**src/hdl/date_string_to_epoch_core_macros.svh**
```systemverilog
// ----------------------------------------------------------------------------
// Assertion macros
// Shared concurrent assertion forms for the date string to epoch core.
// ----------------------------------------------------------------------------
`ifndef DATE_STRING_TO_EPOCH_CORE_MACROS_SVH
`define DATE_STRING_TO_EPOCH_CORE_MACROS_SVH

// Same-cycle implication, disabled during reset.
`define DSE_ASSERT_SAME(label, clk, rst_n, ante, cons) \
    label: assert property (@(posedge clk) disable iff (!rst_n) (ante) |-> (cons)) \
        else $error("assertion failed");

// Next-cycle implication, disabled during reset.
`define DSE_ASSERT_NEXT(label, clk, rst_n, ante, cons) \
    label: assert property (@(posedge clk) disable iff (!rst_n) (ante) |=> (cons)) \
        else $error("assertion failed");

`endif

```
**src/hdl/dse_pkg.sv**
```systemverilog
// ----------------------------------------------------------------------------
// dse_pkg
// Types, constants and tables of the date string to epoch core.
// ----------------------------------------------------------------------------
package dse_pkg;

    localparam int POS_W        = 5;
    localparam int YEAR_W       = 14;
    localparam int FIELD_W      = 7;
    localparam int LETTERS_W    = 24;
    localparam int EPOCH_W      = 39;
    localparam int OFFSET_W     = 17;
    localparam int CFG_INDEX_W  = 1;
    localparam int CFG_DATA_W   = 17;
    localparam int QUEUE_DEPTH  = 2;

    localparam int LEN_GMT      = 29;
    localparam int LEN_LOCAL    = 19;
    localparam int POS_MAX      = 31;

    localparam logic [CFG_INDEX_W-1:0] REG_FORMAT_MODE = 1'd0;
    localparam logic [CFG_INDEX_W-1:0] REG_UTC_OFFSET  = 1'd1;

    typedef enum logic [2:0] {
        ROLE_NONE   = 3'd0,
        ROLE_YEAR   = 3'd1,
        ROLE_MONTH  = 3'd2,
        ROLE_DAY    = 3'd3,
        ROLE_HOUR   = 3'd4,
        ROLE_MIN    = 3'd5,
        ROLE_SEC    = 3'd6,
        ROLE_LETTER = 3'd7
    } role_t;

    typedef struct packed {
        logic                 mode;
        logic                 len_ok;
        logic                 bad;
        logic [YEAR_W-1:0]    year;
        logic [FIELD_W-1:0]   month_val;
        logic [LETTERS_W-1:0] letters;
        logic [FIELD_W-1:0]   day;
        logic [FIELD_W-1:0]   hour;
        logic [FIELD_W-1:0]   minute;
        logic [FIELD_W-1:0]   second;
    } job_t;

    function automatic role_t role_of(input logic mode, input logic [POS_W-1:0] pos);
        role_t r;
        r = ROLE_NONE;
        if (mode)
        begin
            unique case (pos)
                5'd0, 5'd1, 5'd2, 5'd3: r = ROLE_YEAR;
                5'd5, 5'd6:             r = ROLE_MONTH;
                5'd8, 5'd9:             r = ROLE_DAY;
                5'd11, 5'd12:           r = ROLE_HOUR;
                5'd14, 5'd15:           r = ROLE_MIN;
                5'd17, 5'd18:           r = ROLE_SEC;
                default:                r = ROLE_NONE;
            endcase
        end
        else
        begin
            unique case (pos)
                5'd5, 5'd6:                 r = ROLE_DAY;
                5'd8, 5'd9, 5'd10:          r = ROLE_LETTER;
                5'd12, 5'd13, 5'd14, 5'd15: r = ROLE_YEAR;
                5'd17, 5'd18:               r = ROLE_HOUR;
                5'd20, 5'd21:               r = ROLE_MIN;
                5'd23, 5'd24:               r = ROLE_SEC;
                default:                    r = ROLE_NONE;
            endcase
        end
        return r;
    endfunction

    function automatic logic [FIELD_W-1:0] days_in_month(input logic [3:0] m0);
        logic [FIELD_W-1:0] d;
        unique case (m0)
            4'd1:                    d = 7'd28;
            4'd3, 4'd5, 4'd8, 4'd10: d = 7'd30;
            default:                 d = 7'd31;
        endcase
        return d;
    endfunction

    // Cumulative day offset of March-based month m, that is floor(367 * m / 12).
    function automatic logic [8:0] month_days_367(input logic [3:0] mm);
        logic [8:0] d;
        unique case (mm)
            4'd1:    d = 9'd30;
            4'd2:    d = 9'd61;
            4'd3:    d = 9'd91;
            4'd4:    d = 9'd122;
            4'd5:    d = 9'd152;
            4'd6:    d = 9'd183;
            4'd7:    d = 9'd214;
            4'd8:    d = 9'd244;
            4'd9:    d = 9'd275;
            4'd10:   d = 9'd305;
            4'd11:   d = 9'd336;
            4'd12:   d = 9'd367;
            default: d = 9'd0;
        endcase
        return d;
    endfunction

endpackage

```
**src/hdl/date_string_to_epoch_core.sv**
```systemverilog
// ----------------------------------------------------------------------------
// date_string_to_epoch_core
// Date string to Unix seconds converter, fed one character per request.
// ----------------------------------------------------------------------------
// One character is taken every clock cycle while full is low. When the last
// character of a string arrives, its fields go into a two-entry queue, and a
// sequencer then takes each string through its steps in order (load, validation, leap
// check, two reciprocal divisions, day sum, the multiply by 86400, the
// time-of-day add and offset subtract, and the write to the result register). A
// well-formed string is at least 19 characters long, so the sequencer keeps
// pace with such strings and the input sustains one character per cycle.
// Shorter strings sent back to back, or a result left waiting on the output,
// fill the queue; full is high while the queue holds two strings, and it then
// holds off every character until the sequencer takes the next string.
module date_string_to_epoch_core (
    input  logic                                   clk,
    input  logic                                   rst_n,
    input  logic                                   push,
    output logic                                   full,
    input  logic [7:0]                             char_byte,
    input  logic                                   is_last,
    output logic                                   empty,
    input  logic                                   pop,
    output logic signed [dse_pkg::EPOCH_W-1:0]     epoch_seconds,
    output logic                                   valid_res,
    input  logic                                   cfg_valid,
    output logic                                   cfg_ready,
    input  logic [dse_pkg::CFG_INDEX_W-1:0]        cfg_index,
    input  logic [dse_pkg::CFG_DATA_W-1:0]         cfg_data
);

    logic                                 format_mode_reg;
    logic signed [dse_pkg::OFFSET_W-1:0]  utc_offset_reg;
    logic                                 accept;
    logic                                 q_push;
    logic                                 q_full;
    logic                                 q_pop;
    logic                                 q_empty;
    dse_pkg::job_t                        front_job;
    dse_pkg::job_t                        back_job;

    assign cfg_ready = 1'b1;
    assign full      = q_full;
    assign accept    = push && !q_full;

    always_ff @(posedge clk or negedge rst_n)
    begin
        if (!rst_n)
        begin
            format_mode_reg <= 1'b0;
            utc_offset_reg  <= '0;
        end
        else if (cfg_valid && cfg_ready)
        begin
            unique case (cfg_index)
                dse_pkg::REG_FORMAT_MODE: format_mode_reg <= cfg_data[0];
                dse_pkg::REG_UTC_OFFSET:  utc_offset_reg  <= $signed(cfg_data);
                default:
                begin
                end
            endcase
        end
    end

    dse_front u_front (
        .clk         (clk),
        .rst_n       (rst_n),
        .accept      (accept),
        .char_byte   (char_byte),
        .is_last     (is_last),
        .format_mode (format_mode_reg),
        .q_push      (q_push),
        .q_data      (front_job)
    );

    dse_queue u_queue (
        .clk       (clk),
        .rst_n     (rst_n),
        .push      (q_push),
        .push_data (front_job),
        .full      (q_full),
        .pop       (q_pop),
        .pop_data  (back_job),
        .empty     (q_empty)
    );

    dse_back u_back (
        .clk           (clk),
        .rst_n         (rst_n),
        .q_empty       (q_empty),
        .q_data        (back_job),
        .q_pop         (q_pop),
        .utc_offset    (utc_offset_reg),
        .pop           (pop),
        .empty         (empty),
        .epoch_seconds (epoch_seconds),
        .valid_res     (valid_res)
    );

endmodule

```
**src/hdl/dse_queue.sv**
```systemverilog
// ----------------------------------------------------------------------------
// dse_queue
// Short register queue of parsed date strings between front and back.
// ----------------------------------------------------------------------------
module dse_queue (
    input  logic          clk,
    input  logic          rst_n,
    input  logic          push,
    input  dse_pkg::job_t push_data,
    output logic          full,
    input  logic          pop,
    output dse_pkg::job_t pop_data,
    output logic          empty
);

    localparam int PTR_W = $clog2(dse_pkg::QUEUE_DEPTH);
    localparam int CNT_W = $clog2(dse_pkg::QUEUE_DEPTH + 1);

    dse_pkg::job_t    slot_reg [dse_pkg::QUEUE_DEPTH];
    logic [PTR_W-1:0] wr_ptr_reg;
    logic [PTR_W-1:0] rd_ptr_reg;
    logic [CNT_W-1:0] count_reg;
    logic             do_push;
    logic             do_pop;

    assign full     = (count_reg == CNT_W'(dse_pkg::QUEUE_DEPTH));
    assign empty    = (count_reg == '0);
    assign do_push  = push && !full;
    assign do_pop   = pop && !empty;
    assign pop_data = slot_reg[rd_ptr_reg];

    function automatic logic [PTR_W-1:0] ptr_inc(input logic [PTR_W-1:0] p);
        logic [PTR_W-1:0] n;
        if (p == PTR_W'(dse_pkg::QUEUE_DEPTH - 1))
        begin
            n = '0;
        end
        else
        begin
            n = p + 1'b1;
        end
        return n;
    endfunction

    always_ff @(posedge clk or negedge rst_n)
    begin
        if (!rst_n)
        begin
            wr_ptr_reg <= '0;
            rd_ptr_reg <= '0;
            count_reg  <= '0;
        end
        else
        begin
            if (do_push)
            begin
                wr_ptr_reg <= ptr_inc(wr_ptr_reg);
            end
            if (do_pop)
            begin
                rd_ptr_reg <= ptr_inc(rd_ptr_reg);
            end
            if (do_push && !do_pop)
            begin
                count_reg <= count_reg + 1'b1;
            end
            else if (do_pop && !do_push)
            begin
                count_reg <= count_reg - 1'b1;
            end
        end
    end

    always_ff @(posedge clk)
    begin
        if (do_push)
        begin
            slot_reg[wr_ptr_reg] <= push_data;
        end
    end

endmodule

```
**src/hdl/dse_front.sv**
```systemverilog
// ----------------------------------------------------------------------------
// dse_front
// Character intake: classifies each position and accumulates the fields.
// ----------------------------------------------------------------------------
module dse_front (
    input  logic                          clk,
    input  logic                          rst_n,
    input  logic                          accept,
    input  logic [7:0]                    char_byte,
    input  logic                          is_last,
    input  logic                          format_mode,
    output logic                          q_push,
    output dse_pkg::job_t                 q_data
);

    logic [dse_pkg::POS_W-1:0]     pos_reg;
    logic [dse_pkg::YEAR_W-1:0]    year_reg,    year_next;
    logic [dse_pkg::FIELD_W-1:0]   month_reg,   month_next;
    logic [dse_pkg::LETTERS_W-1:0] letters_reg, letters_next;
    logic [dse_pkg::FIELD_W-1:0]   day_reg,     day_next;
    logic [dse_pkg::FIELD_W-1:0]   hour_reg,    hour_next;
    logic [dse_pkg::FIELD_W-1:0]   minute_reg,  minute_next;
    logic [dse_pkg::FIELD_W-1:0]   second_reg,  second_next;
    logic                          bad_reg,     bad_next;
    dse_pkg::role_t                role;
    logic                          is_digit;
    logic [3:0]                    digit;
    logic                          len_ok;

    function automatic logic [dse_pkg::FIELD_W-1:0] mac7(
        input logic [dse_pkg::FIELD_W-1:0] v,
        input logic [3:0]                  d
    );
        logic [10:0] t;
        t = 11'(v) * 11'd10 + 11'(d);
        return t[dse_pkg::FIELD_W-1:0];
    endfunction

    function automatic logic [dse_pkg::YEAR_W-1:0] mac14(
        input logic [dse_pkg::YEAR_W-1:0] v,
        input logic [3:0]                 d
    );
        logic [17:0] t;
        t = 18'(v) * 18'd10 + 18'(d);
        return t[dse_pkg::YEAR_W-1:0];
    endfunction

    assign role     = dse_pkg::role_of(format_mode, pos_reg);
    assign is_digit = (char_byte >= 8'h30) && (char_byte <= 8'h39);
    assign digit    = is_digit ? char_byte[3:0] : 4'd0;
    assign len_ok   = format_mode ? (pos_reg == 5'(dse_pkg::LEN_LOCAL - 1))
                                  : (pos_reg == 5'(dse_pkg::LEN_GMT - 1));

    always_comb
    begin
        year_next    = year_reg;
        month_next   = month_reg;
        letters_next = letters_reg;
        day_next     = day_reg;
        hour_next    = hour_reg;
        minute_next  = minute_reg;
        second_next  = second_reg;
        bad_next     = bad_reg;
        if (role == dse_pkg::ROLE_LETTER)
        begin
            letters_next = {letters_reg[15:0], char_byte};
        end
        else if (role != dse_pkg::ROLE_NONE)
        begin
            if (!is_digit)
            begin
                bad_next = 1'b1;
            end
            unique case (role)
                dse_pkg::ROLE_YEAR:  year_next   = mac14(year_reg, digit);
                dse_pkg::ROLE_MONTH: month_next  = mac7(month_reg, digit);
                dse_pkg::ROLE_DAY:   day_next    = mac7(day_reg, digit);
                dse_pkg::ROLE_HOUR:  hour_next   = mac7(hour_reg, digit);
                dse_pkg::ROLE_MIN:   minute_next = mac7(minute_reg, digit);
                default:             second_next = mac7(second_reg, digit);
            endcase
        end
    end

    assign q_push           = accept && is_last;
    assign q_data.mode      = format_mode;
    assign q_data.len_ok    = len_ok;
    assign q_data.bad       = bad_next;
    assign q_data.year      = year_next;
    assign q_data.month_val = month_next;
    assign q_data.letters   = letters_next;
    assign q_data.day       = day_next;
    assign q_data.hour      = hour_next;
    assign q_data.minute    = minute_next;
    assign q_data.second    = second_next;

    always_ff @(posedge clk or negedge rst_n)
    begin
        if (!rst_n)
        begin
            pos_reg     <= '0;
            year_reg    <= '0;
            month_reg   <= '0;
            letters_reg <= '0;
            day_reg     <= '0;
            hour_reg    <= '0;
            minute_reg  <= '0;
            second_reg  <= '0;
            bad_reg     <= 1'b0;
        end
        else if (accept)
        begin
            if (is_last)
            begin
                pos_reg     <= '0;
                year_reg    <= '0;
                month_reg   <= '0;
                letters_reg <= '0;
                day_reg     <= '0;
                hour_reg    <= '0;
                minute_reg  <= '0;
                second_reg  <= '0;
                bad_reg     <= 1'b0;
            end
            else
            begin
                if (pos_reg != 5'(dse_pkg::POS_MAX))
                begin
                    pos_reg <= pos_reg + 1'b1;
                end
                year_reg    <= year_next;
                month_reg   <= month_next;
                letters_reg <= letters_next;
                day_reg     <= day_next;
                hour_reg    <= hour_next;
                minute_reg  <= minute_next;
                second_reg  <= second_next;
                bad_reg     <= bad_next;
            end
        end
    end

endmodule

```
**src/hdl/dse_back.sv**
```systemverilog
// ----------------------------------------------------------------------------
// dse_back
// Validation and day-count sequencer with the result register.
// ----------------------------------------------------------------------------
`include "date_string_to_epoch_core_macros.svh"

module dse_back (
    input  logic                                 clk,
    input  logic                                 rst_n,
    input  logic                                 q_empty,
    input  dse_pkg::job_t                        q_data,
    output logic                                 q_pop,
    input  logic signed [dse_pkg::OFFSET_W-1:0]  utc_offset,
    input  logic                                 pop,
    output logic                                 empty,
    output logic signed [dse_pkg::EPOCH_W-1:0]   epoch_seconds,
    output logic                                 valid_res
);

    typedef enum logic [8:0] {
        ST_IDLE   = 9'b000000001,
        ST_CHECK  = 9'b000000010,
        ST_LEAP   = 9'b000000100,
        ST_DIV100 = 9'b000001000,
        ST_DIV400 = 9'b000010000,
        ST_SUM    = 9'b000100000,
        ST_MUL    = 9'b001000000,
        ST_ADD    = 9'b010000000,
        ST_DONE   = 9'b100000000
    } state_t;

    localparam logic [15:0]        DIV25_MULT  = 16'd41944;
    localparam logic [24:0]        DAY_BIAS    = 25'd865596;
    localparam logic signed [17:0] DAY_SECONDS = 18'sd86400;

    state_t                               state_reg, state_next;
    dse_pkg::job_t                        job_reg;
    logic                                 pre_ok_reg;
    logic                                 day_ok_reg;
    logic                                 feb29_reg;
    logic                                 ok_reg;
    logic [3:0]                           m0_reg;
    logic [7:0]                           qy_reg;
    logic [14:0]                          y_reg;
    logic [3:0]                           mm_reg;
    logic [7:0]                           q100_reg;
    logic [7:0]                           q400_reg;
    logic [22:0]                          y365_reg;
    logic signed [24:0]                   days_reg;
    logic [16:0]                          tod_reg;
    logic [dse_pkg::EPOCH_W+1:0]          prod_reg;
    logic [dse_pkg::EPOCH_W-1:0]          secs_reg;
    logic                                 out_valid_reg;
    logic [dse_pkg::EPOCH_W-1:0]          epoch_reg;
    logic                                 res_ok_reg;

    logic                                 month_ok;
    logic [3:0]                           m0;
    logic                                 feb29;
    logic                                 leap_bad;
    logic                                 can_write;
    logic signed [42:0]                   prod_full;
    logic [dse_pkg::EPOCH_W-1:0]          offset_ext;

    // Quotient by 25 through a reciprocal; exact for inputs below 6400.
    function automatic logic [7:0] div25(input logic [12:0] x);
        logic [28:0] p;
        p = 29'(x) * 29'(DIV25_MULT);
        return p[27:20];
    endfunction

    always_comb
    begin
        month_ok = 1'b1;
        m0       = 4'd0;
        if (job_reg.mode)
        begin
            month_ok = (job_reg.month_val >= 7'd1) && (job_reg.month_val <= 7'd12);
            m0       = 4'(job_reg.month_val - 7'd1);
        end
        else
        begin
            unique case (job_reg.letters[23:16])
                8'h4A:
                begin
                    if (job_reg.letters[15:8] == 8'h61)
                    begin
                        m0 = 4'd0;
                    end
                    else if (job_reg.letters[7:0] == 8'h6E)
                    begin
                        m0 = 4'd5;
                    end
                    else
                    begin
                        m0 = 4'd6;
                    end
                end
                8'h46: m0 = 4'd1;
                8'h4D: m0 = (job_reg.letters[7:0] == 8'h72) ? 4'd2 : 4'd4;
                8'h41: m0 = (job_reg.letters[15:8] == 8'h70) ? 4'd3 : 4'd7;
                8'h53: m0 = 4'd8;
                8'h4F: m0 = 4'd9;
                8'h4E: m0 = 4'd10;
                8'h44: m0 = 4'd11;
                default:
                begin
                    month_ok = 1'b0;
                    m0       = 4'd0;
                end
            endcase
        end
    end

    assign feb29      = (job_reg.day == 7'd29) && (m0 == 4'd1);
    assign leap_bad   = (job_reg.year[1:0] != 2'd0) ||
                        (({1'b0, job_reg.year} == 15'(qy_reg) * 15'd100) &&
                         (qy_reg[1:0] != 2'd0));
    assign can_write  = !out_valid_reg || pop;
    assign prod_full  = days_reg * DAY_SECONDS;
    assign offset_ext = {{(dse_pkg::EPOCH_W - dse_pkg::OFFSET_W){utc_offset[16]}},
                         utc_offset};
    assign q_pop      = (state_reg == ST_IDLE) && !q_empty;

    always_comb
    begin
        state_next = state_reg;
        unique case (state_reg)
            ST_IDLE:   if (!q_empty) state_next = ST_CHECK;
            ST_CHECK:  state_next = ST_LEAP;
            ST_LEAP:   state_next = ST_DIV100;
            ST_DIV100: state_next = ST_DIV400;
            ST_DIV400: state_next = ST_SUM;
            ST_SUM:    state_next = ST_MUL;
            ST_MUL:    state_next = ST_ADD;
            ST_ADD:    state_next = ST_DONE;
            ST_DONE:   if (can_write) state_next = ST_IDLE;
            default:   state_next = ST_IDLE;
        endcase
    end

    always_ff @(posedge clk or negedge rst_n)
    begin
        if (!rst_n)
        begin
            state_reg     <= ST_IDLE;
            out_valid_reg <= 1'b0;
        end
        else
        begin
            state_reg <= state_next;
            if ((state_reg == ST_DONE) && can_write)
            begin
                out_valid_reg <= 1'b1;
            end
            else if (pop)
            begin
                out_valid_reg <= 1'b0;
            end
        end
    end

    always_ff @(posedge clk)
    begin
        unique case (state_reg)
            ST_IDLE:
            begin
                if (!q_empty)
                begin
                    job_reg <= q_data;
                end
            end
            ST_CHECK:
            begin
                pre_ok_reg <= !job_reg.bad && job_reg.len_ok && month_ok &&
                              (job_reg.hour <= 7'd23) && (job_reg.minute <= 7'd59) &&
                              (job_reg.second <= 7'd59);
                day_ok_reg <= feb29 || (job_reg.day <= dse_pkg::days_in_month(m0));
                feb29_reg  <= feb29;
                m0_reg     <= m0;
                qy_reg     <= div25({1'b0, job_reg.year[13:2]});
            end
            ST_LEAP:
            begin
                ok_reg <= pre_ok_reg && day_ok_reg && !(feb29_reg && leap_bad);
                if (m0_reg <= 4'd1)
                begin
                    y_reg  <= 15'(job_reg.year) + 15'd399;
                    mm_reg <= m0_reg + 4'd11;
                end
                else
                begin
                    y_reg  <= 15'(job_reg.year) + 15'd400;
                    mm_reg <= m0_reg - 4'd1;
                end
            end
            ST_DIV100:
            begin
                q100_reg <= div25(y_reg[14:2]);
            end
            ST_DIV400:
            begin
                q400_reg <= div25({2'b00, y_reg[14:4]});
                y365_reg <= 23'(y_reg) * 23'd365;
            end
            ST_SUM:
            begin
                days_reg <= $signed(25'(y365_reg) + 25'(y_reg[14:2]) - 25'(q100_reg) +
                                    25'(q400_reg) + 25'(dse_pkg::month_days_367(mm_reg)) +
                                    25'(job_reg.day) - DAY_BIAS);
                tod_reg  <= 17'(17'(job_reg.hour) * 17'd3600 +
                                17'(job_reg.minute) * 17'd60 + 17'(job_reg.second));
            end
            ST_MUL:
            begin
                prod_reg <= prod_full[dse_pkg::EPOCH_W+1:0];
            end
            ST_ADD:
            begin
                secs_reg <= prod_reg[dse_pkg::EPOCH_W-1:0] + dse_pkg::EPOCH_W'(tod_reg) -
                            (job_reg.mode ? offset_ext : '0);
            end
            ST_DONE:
            begin
                if (can_write)
                begin
                    epoch_reg  <= ok_reg ? secs_reg : '0;
                    res_ok_reg <= ok_reg;
                end
            end
            default:
            begin
            end
        endcase
    end

    assign empty         = !out_valid_reg;
    assign epoch_seconds = $signed(epoch_reg);
    assign valid_res     = res_ok_reg;

    `DSE_ASSERT_SAME(a_invalid_is_zero, clk, rst_n, out_valid_reg && !res_ok_reg, epoch_reg == '0)
    `DSE_ASSERT_SAME(a_pop_only_idle, clk, rst_n, q_pop, state_reg == ST_IDLE)
    `DSE_ASSERT_NEXT(a_done_waits, clk, rst_n, (state_reg == ST_DONE) && out_valid_reg && !pop, state_reg == ST_DONE)

endmodule
```
**config.mk**
```make
export PLATFORM = sky130hd
export DESIGN_NAME = date_string_to_epoch_core
export DESIGN_NICKNAME = d
export VERILOG_FILES = /design/src/hdl/dse_pkg.sv /design/src/hdl/date_string_to_epoch_core.sv /design/src/hdl/dse_queue.sv /design/src/hdl/dse_front.sv /design/src/hdl/dse_back.sv
export VERILOG_INCLUDE_DIRS = /design/src /design/src/hdl
export SDC_FILE = /design/constraint.sdc
export NUM_CORES = 2
export LEC_CHECK = 0
export ABC_AREA = 1
export BUFFER_PORTS_ARGS = -buffer_cell sky130_fd_sc_hd__buf_4
export CORE_MARGIN = 5
export CORE_UTILIZATION = 45
export DETAILED_ROUTE_END_ITERATION = 6
export HOLD_SLACK_MARGIN = 0.15
export PLACE_DENSITY = 0.6
export SYNTH_ARGS = -nofsm -noshare
export SYNTH_HDL_FRONTEND = slang
export SYNTH_SLANG_ARGS = --single-unit
```
**constraint.sdc**
```tcl
create_clock -name clk -period 11.6 [get_ports clk]
set_input_delay 0 -clock clk [delete_from_list [all_inputs] [get_ports clk]]
set_output_delay 0 -clock clk [all_outputs]
set_load 0.05 [all_outputs]
```
Word-level counts from Yosys, hierarchy flattened

Memories as Yosys holds them, arrays and structs flattened. A register that Yosys moved wholly into a read port is not among the register bits.
Cells that the tools add are included.

$add $sub $neg: 26
Multiply operators: 14
Magnitude comparators: 9
Eq/ne operators: 40
Multiplexer cells: 61
Bitwise gates (word level): 2
Reductions and logical operators: 46

Operators with widths:

| kind                                                                  | number |
|---|---|
| 7-bit 2-to-1 mux                                                      | 21 |
| 8-bit by 7-bit equality test with 1-bit output, second input constant | 12 |
| 9-bit one-hot mux with 9 select lines                                 | 1 |
| 14-bit 2-to-1 mux                                                     | 4 |
| 25-bit by 7-bit adder with 25-bit output                              | 2 |
| 24-bit 2-to-1 mux                                                     | 2 |
| 39-bit by 17-bit adder with 39-bit output                             | 1 |
| 39-bit 2-to-1 mux                                                     | 1 |
| 39-bit subtractor                                                     | 1 |
| 7-bit by 4-bit adder with 7-bit output                                | 5 |
| 7-bit by 3-bit multiplier with 6-bit output, second input constant    | 5 |
| 25-bit by 11-bit multiplier with 32-bit output, second input constant | 1 |
| 4-bit one-hot mux with 8 select lines                                 | 1 |
| 14-bit by 9-bit adder with 15-bit output, second input constant       | 2 |
| 9-bit 2-to-1 mux                                                      | 3 |
| 25-bit by 9-bit adder with 25-bit output                              | 1 |
| 12-bit by 13-bit multiplier with 25-bit output, second input constant | 1 |
| 13-bit by 13-bit multiplier with 25-bit output, second input constant | 1 |
| 25-bit by 20-bit subtractor with 25-bit output, second input constant | 1 |
| 25-bit by 8-bit subtractor with 25-bit output                         | 1 |
| 23-bit by 13-bit adder with 24-bit output                             | 1 |
| 11-bit by 13-bit multiplier with 24-bit output, second input constant | 1 |
| 15-bit by 9-bit multiplier with 23-bit output, second input constant  | 1 |
| 1-bit logical AND                                                     | 20 |
| 61 further kinds                                                      | 108 |

Register bits after elaboration: 337
Memory bits (writable): 152
Bits in read-only memories: 336
Input port bits: 32
Output and inout port bits: 43
Logic and storage cells: 235
Memories: 4

Memories:

| name             | depth | width | read ports | clocked after memory_dff | write ports | line            | text |
|---|---|---|---|---|---|---|---|
| u_queue.slot_reg | 2     | 76    | 1          | 1                        | 1           | dse_queue.sv:19 | `dse_pkg::job_t slot_reg [dse_pkg::QUEUE_DEPTH];` |
| (name not given) | 16    | 9     | 1          | 1                        | 0           | dse_pkg.sv:91   | `unique case (mm)` |
| (name not given) | 32    | 3     | 1          | 0                        | 0           | dse_pkg.sv:53   | `unique case (pos)` |
| (name not given) | 32    | 3     | 1          | 0                        | 0           | dse_pkg.sv:65   | `unique case (pos)` |

Longest topological paths before layout

Depth in word-level cells: 11
Mapped depth: 27
Mapped depth without buffers: 27

Cells and area by module

A second synthesis with hierarchy kept.

Cell total of the unflattened synthesis: 5374
Area, all modules: 49187.2 um^2

By module, submodules not included:

| module                    | times used | cells each | area each (um^2) | seq. area each (um^2) |
|---|---|---|---|---|
| dse_back                  | 1          | 3938       | 35923.2          | 9500.4 |
| dse_front                 | 1          | 923        | 6655.1           | 1976.9 |
| dse_queue                 | 1          | 429        | 5775.5           | 4664.5 |
| date_string_to_epoch_core | 1          | 84         | 833.3            | 450.4 |

Worst setup path before layout

OpenSTA, ideal clock, no wires.

Path kind: register to register
From: register u_back.state_reg[7]
To: register u_queue.count_reg[1]
Setup time: 0.131 ns
Data arrival time: 5.366 ns
Required time: 11.469 ns
Path slack: 6.104 ns
Cell stages (with the launch flop): 13
Buffers on the path: 0
Period minus slack after synthesis: 5.496 ns
Cell sequence: dfrtp_1 nor2_1 inv_1 nor2_1 inv_1 nor4_1 inv_1 nor2_1 inv_1 ha_1 a21oi_1 o21ai_0 xor2_1

Longest elaborated chain between the ends: 6
Elaborated cells between the ends (all ways): 8
Those cells by class: 1 x eq/ne; 1 x mux; 6 x reduce/logical

RTL lines:

| what                                                   | line                            | text |
|---|---|---|
| from (decl)                                            | dse_back.sv:36                  | `state_t state_reg, state_next;` |
| from (signal assigned)                                 | dse_back.sv:151                 | `state_reg <= state_next;` |
| 9-bit by 1-bit equality test with 1-bit output *       | dse_back.sv:123                 | `assign q_pop = (state_reg == ST_IDLE) && !q_empty;` |
| 1-bit logical AND *                                    | dse_back.sv:123                 |  |
| named net q_pop                                        | date_string_to_epoch_core.sv:37 | `logic q_pop;` |
| 1-bit logical AND *                                    | dse_queue.sv:29                 | `assign do_pop = pop && !empty;` |
| 1-bit zero test                                        | dse_queue.sv:63                 | `if (do_push && !do_pop)` |
| 1-bit logical AND                                      | dse_queue.sv:63                 |  |
| 2-bit 2-to-1 mux or 2-bit nonzero test (tied branches) | --                              |  |
| to (signal assigned)                                   | dse_queue.sv:65                 | `count_reg <= count_reg + 1'b1;` |
| to (signal assigned)                                   | dse_queue.sv:69                 | `count_reg <= count_reg - 1'b1;` |
| to (decl)                                              | dse_queue.sv:22                 | `logic [CNT_W-1:0] count_reg;` |

The timed path passes the listed nets; every way through them passes the cells marked *.
A chain may end at the register's enable or synchronous reset.

Final worst setup path

From: register u_back.y_reg[5]
To: register u_back.days_reg[24], data pin

Longest elaborated chain between the ends: 6

RTL lines:

| what                                           | line            | text |
|---|---|---|
| from (decl)                                    | dse_back.sv:44  | `logic [14:0] y_reg;` |
| from (signal assigned)                         | dse_back.sv:188 | `y_reg <= 15'(job_reg.year) + 15'd399;` |
| from (signal assigned)                         | dse_back.sv:193 | `y_reg <= 15'(job_reg.year) + 15'd400;` |
| 23-bit by 13-bit adder with 24-bit output      | dse_back.sv:208 | `days_reg <= $signed(25'(y365_reg) + 25'(y_reg[14:2]) - 25'(q100_reg) +` |
| 25-bit by 8-bit subtractor with 25-bit output  | dse_back.sv:208 |  |
| 25-bit by 7-bit adder with 25-bit output       | dse_back.sv:208 |  |
| 25-bit by 9-bit adder with 25-bit output       | dse_back.sv:209 | `25'(q400_reg) + 25'(dse_pkg::month_days_367(mm_reg)) +` |
| 25-bit by 7-bit adder with 25-bit output       | dse_back.sv:209 |  |
| 25-bit by 20-bit subtractor with 25-bit output | dse_back.sv:210 | `25'(job_reg.day) - DAY_BIAS);` |
| to (signal assigned)                           | dse_back.sv:208 |  |
| to (decl)                                      | dse_back.sv:49  | `logic signed [24:0] days_reg;` |

No other way between the ends.

==> insert_results.sql <==
INSERT INTO impl_metrics (metric_group, metric, value, unit) VALUES
('run_status', 'run_status', 'finished clean', ''),
('final_layout', 'register_area', '0.01660', 'mm²'),
('synth', 'edff_count_synth', '454', ''),
('die', 'core_region_area', '0.1039', 'mm²'),
('sta', 'tns', '0', 'ps'),
('synth', 'synth.avg_cell_area', '9.816', 'µm²'),
('critical_path', 'category_of_the_critical_setup_timing_path', 'reg -> reg', ''),
('die', 'die_w', '334.1', 'µm'),
('sta', 'timing.final.setup_violations', '0', ''),
('final_layout', 'drive_gt1_share', '7.409', '%'),
('final_layout', 'n_fill_cell', '9606', ''),
('global_routing', 'largest_net_degree_at_the_start_of_global_routing', '70', ''),
('synth', 'synthDistinctLibCells', '65', ''),
('critical_path', 'end_kind', 'flop', ''),
('sta', 'fin_worst_skew', '47.84', 'ps'),
('sta', 'rsz0062_at_grt', 'no', ''),
('clock_tree', 'ctsResizeCount', '0', ''),
('critical_path', 'critical_path.startpoint_type', 'flop', ''),
('global_routing', 'antenna_found_initial', '0', ''),
('detailed_routing', 'number_of_drc_markers_in_iteration_0', '1528', ''),
('detailed_routing', 'post_detailed_route_wirelength_per_cell', '15.52', 'µm'),
('clock_tree', 'holdBufCountCts', '53', ''),
('die', 'floorplan.initialDensity', '45.47', '%'),
('synth', 'synth_top_area_share', '28.84', '%'),
('critical_path', 'path_buf_inv', '2', ''),
('sta', 'report.final.slew_viol_count', '0', ''),
('sta', 'timing.final.crit_share', '46.91', '%'),
('critical_path', 'crit_path_max_incr_delay', '790', 'ps'),
('synth', 'synth_top_flop_cell', 'edfxtp_1', ''),
('place', 'dp_hpwl', '78280', 'µm'),
('final_layout', 'area_growth_syn_to_layout', '11.16', '%'),
('synth', 'net_count_synth', '5847', ''),
('critical_path', 'family_of_cells_with_the_greatest_summed_delay_on_the_critical_path', 'adder cells', ''),
('detailed_routing', 'drc', '0', ''),
('global_routing', 'overflow', '0', ''),
('global_routing', 'wire_length_of_the_first_global_routing_pass', '166500', 'µm'),
('sta', 'fmax', '183.8', 'MHz'),
('die', 'floorplan.die.height', '334.1', 'µm'),
('clock_tree', 'ctsHtreeMaxLevel', '3', ''),
('place', 'port_buffers', '73', ''),
('sta', 'minimum_clock_period', '5442', 'ps'),
('final_layout', 'final_cell_mix', '1104 x inv_1, 682 x ha_1, 655 x nand2_1', ''),
('global_routing', 'first_global_vias', '32580', ''),
('critical_path', 'path_common_cell', 'nand2_1', ''),
('clock_tree', 'post-cts-setup-buffer-count', '0', ''),
('global_routing', 'grtUsageTotal', '18.24', '%'),
('flow_run', 'maxCapViolCount', '0', ''),
('synth', 'leading_cell_types_by_total_area_after_synthesis', 'edfxtp_1 29%, ha_1 18%, fa_1 13%, inv_1 8.8%, dfrtp_1 5.8%', ''),
('detailed_routing', 'detail-route-antenna-nets', '0', ''),
('synth', 'synth.ff_latch_count', '574', ''),
('clock_tree', 'total_clock_buffers_created_by_cts', '69', ''),
('synth', 'netlist_area', '0.04726', 'mm²'),
('clock_tree', 'worst_setup_hold_path_clk_slew', '60', 'ps'),
('critical_path', 'critical_path_peak_fanout', '12', ''),
('clock_tree', 'clk-insertion-delay-late', '640', 'ps'),
('critical_path', 'critPathSlowestCell', 'edfxtp_1', ''),
('detailed_routing', 'totalWireLength', '99780', 'µm'),
('die', 'placementRows', '118', ''),
('final_layout', 'multiInputGateArea', '0.02634', 'mm²'),
('sta', 'worst-slew-pin-transition', '1089', 'ps'),
('final_layout', 'layout_commonest_cell', 'inv_1', ''),
('clock_tree', 'clk_root_buffer_cell', 'clkbuf_16', ''),
('detailed_routing', 'detailroute.via_count', '31660', ''),
('critical_path', 'arrival', '5790', 'ps'),
('hold_path', 'timing.hold.worst.class', 'in -> reg', ''),
('critical_path', 'critical_path.cell_chain', 'ha_1 -> nand2_1 -> inv_1 -> nand2_1 -> nand3_2 -> xnor2_1 -> fa_1 -> fa_1 -> fa_1 -> inv_1 -> ha_1 -> nand2_1 -> o21ai_0 -> nand3_1 -> nand2_1 -> nand4_1 -> nand3_1 -> nand3_2 -> nand2_2 -> nand2_2 -> nand2_2 -> nand2_1 -> nand4_1 -> nand2_1', ''),
('clock_tree', 'clock_sink_count', '574', ''),
('place', 'globalplace.congestion', '0.9000', ''),
('final_layout', 'largest_register_ffs', '152', ''),
('die', 'die-area', '0.1116', 'mm²'),
('clock_tree', 'max-clock-path-buffers', '3', '');
[through the flow]
step / cell area (µm²) / hold slack, ps / setup slack (ps) / cells / utilization (%)
global placement: 49580 / 194.8 / 6284 / 6247 / 47.70
finish: 52540 / 248.1 / 6158 / 6429 / 50.55
global route: 52530 / 248.9 / 5708 / 6428 / 50.54
floorplan: 47260 / -295.6 / 6104 / 4815 / -
CTS: 52530 / 203.4 / 6112 / 6428 / 50.54
detailed placement: 49580 / 203.0 / 6200 / 6247 / 47.70
[layout make-up]
cell class,count,share of cell area [%]
diodes,1,0.004763
inverters,1116,7.974
flip-flops and latches,574,31.59
clock inverters,40,1.046
multi-input cells,3080,50.13
clock buffers,88,3.537
repair buffers,150,2.429
well taps,1380,3.287
[final timing paths]
| kind | startpoint | endpoint | slack, ps | cells past startpoint |
|---|---|---|---|---|
| min in group asynchronous | rst_n | u_front.letters_reg[17] | 480 | 4 |
| max | u_back.y_reg[5] | u_back.days_reg[24] | 6160 | 24 |
| max reg2reg | u_back.y_reg[5] | u_back.days_reg[24] | 6160 | 24 |
| max in group asynchronous | rst_n | u_front.day_reg[6] | 10540 | 4 |
| min | char_byte[2] | u_front.letters_reg[2] | 250 | 4 |
| min reg2reg | u_back.job_reg[0] | u_back.tod_reg[0] | 420 | 0 |
[routing by layer]
layer	track usage (%)	up-vias	share of wire, %
met5	0	-	0
met4	4.672	0	2.4
met3	2.710	127	3.7
met2	30.54	441	47
met1	25.07	15020	47
li1	-	16070	-
[logic make-up (layout without fill, tap and decap cells)]
kind of cell,Yosys count,count (layout),share of synthesized area (%)
AOI/OAI and AO/OA,606,606,7.222
xor gates and xnor gates,231,231,4.310
adders and majority gates,1000,1000,31.52
buffers and inverters,1161,1394,9.295
DFF,574,574,35.11
muxes,92,92,2.192
other,1,2,0.007934
and+or+nand+nor,1150,1150,10.35
[cells in the mapped netlist (all sizes together), types with 9 or more instances]
master  count
xnor2      85
inv      1116
o21a       13
a21o       12
xor2      145
dfrtp     110
a31oi      25
o21bai     20
o211ai     11
o21ai     214
mux2       92
nor2      224
nand3     137
clkbuf     29
ha        682
fa        318
nor3       28
edfxtp    454
o22ai      51
dfxtp       9
or2         9
a21oi     230
nor4       18
nand2     674
nand3b     14
buf        16
nand4      39
[tightest hold or removal path: stages]
cell and delay [ps]:
dlygate4sd3_1 530, buf_4 110, o21ai_1 70, o22ai_1 120
Power is not shown: default switching activity piles up to over one toggle a cycle in this logic, so the estimate is an artifact.
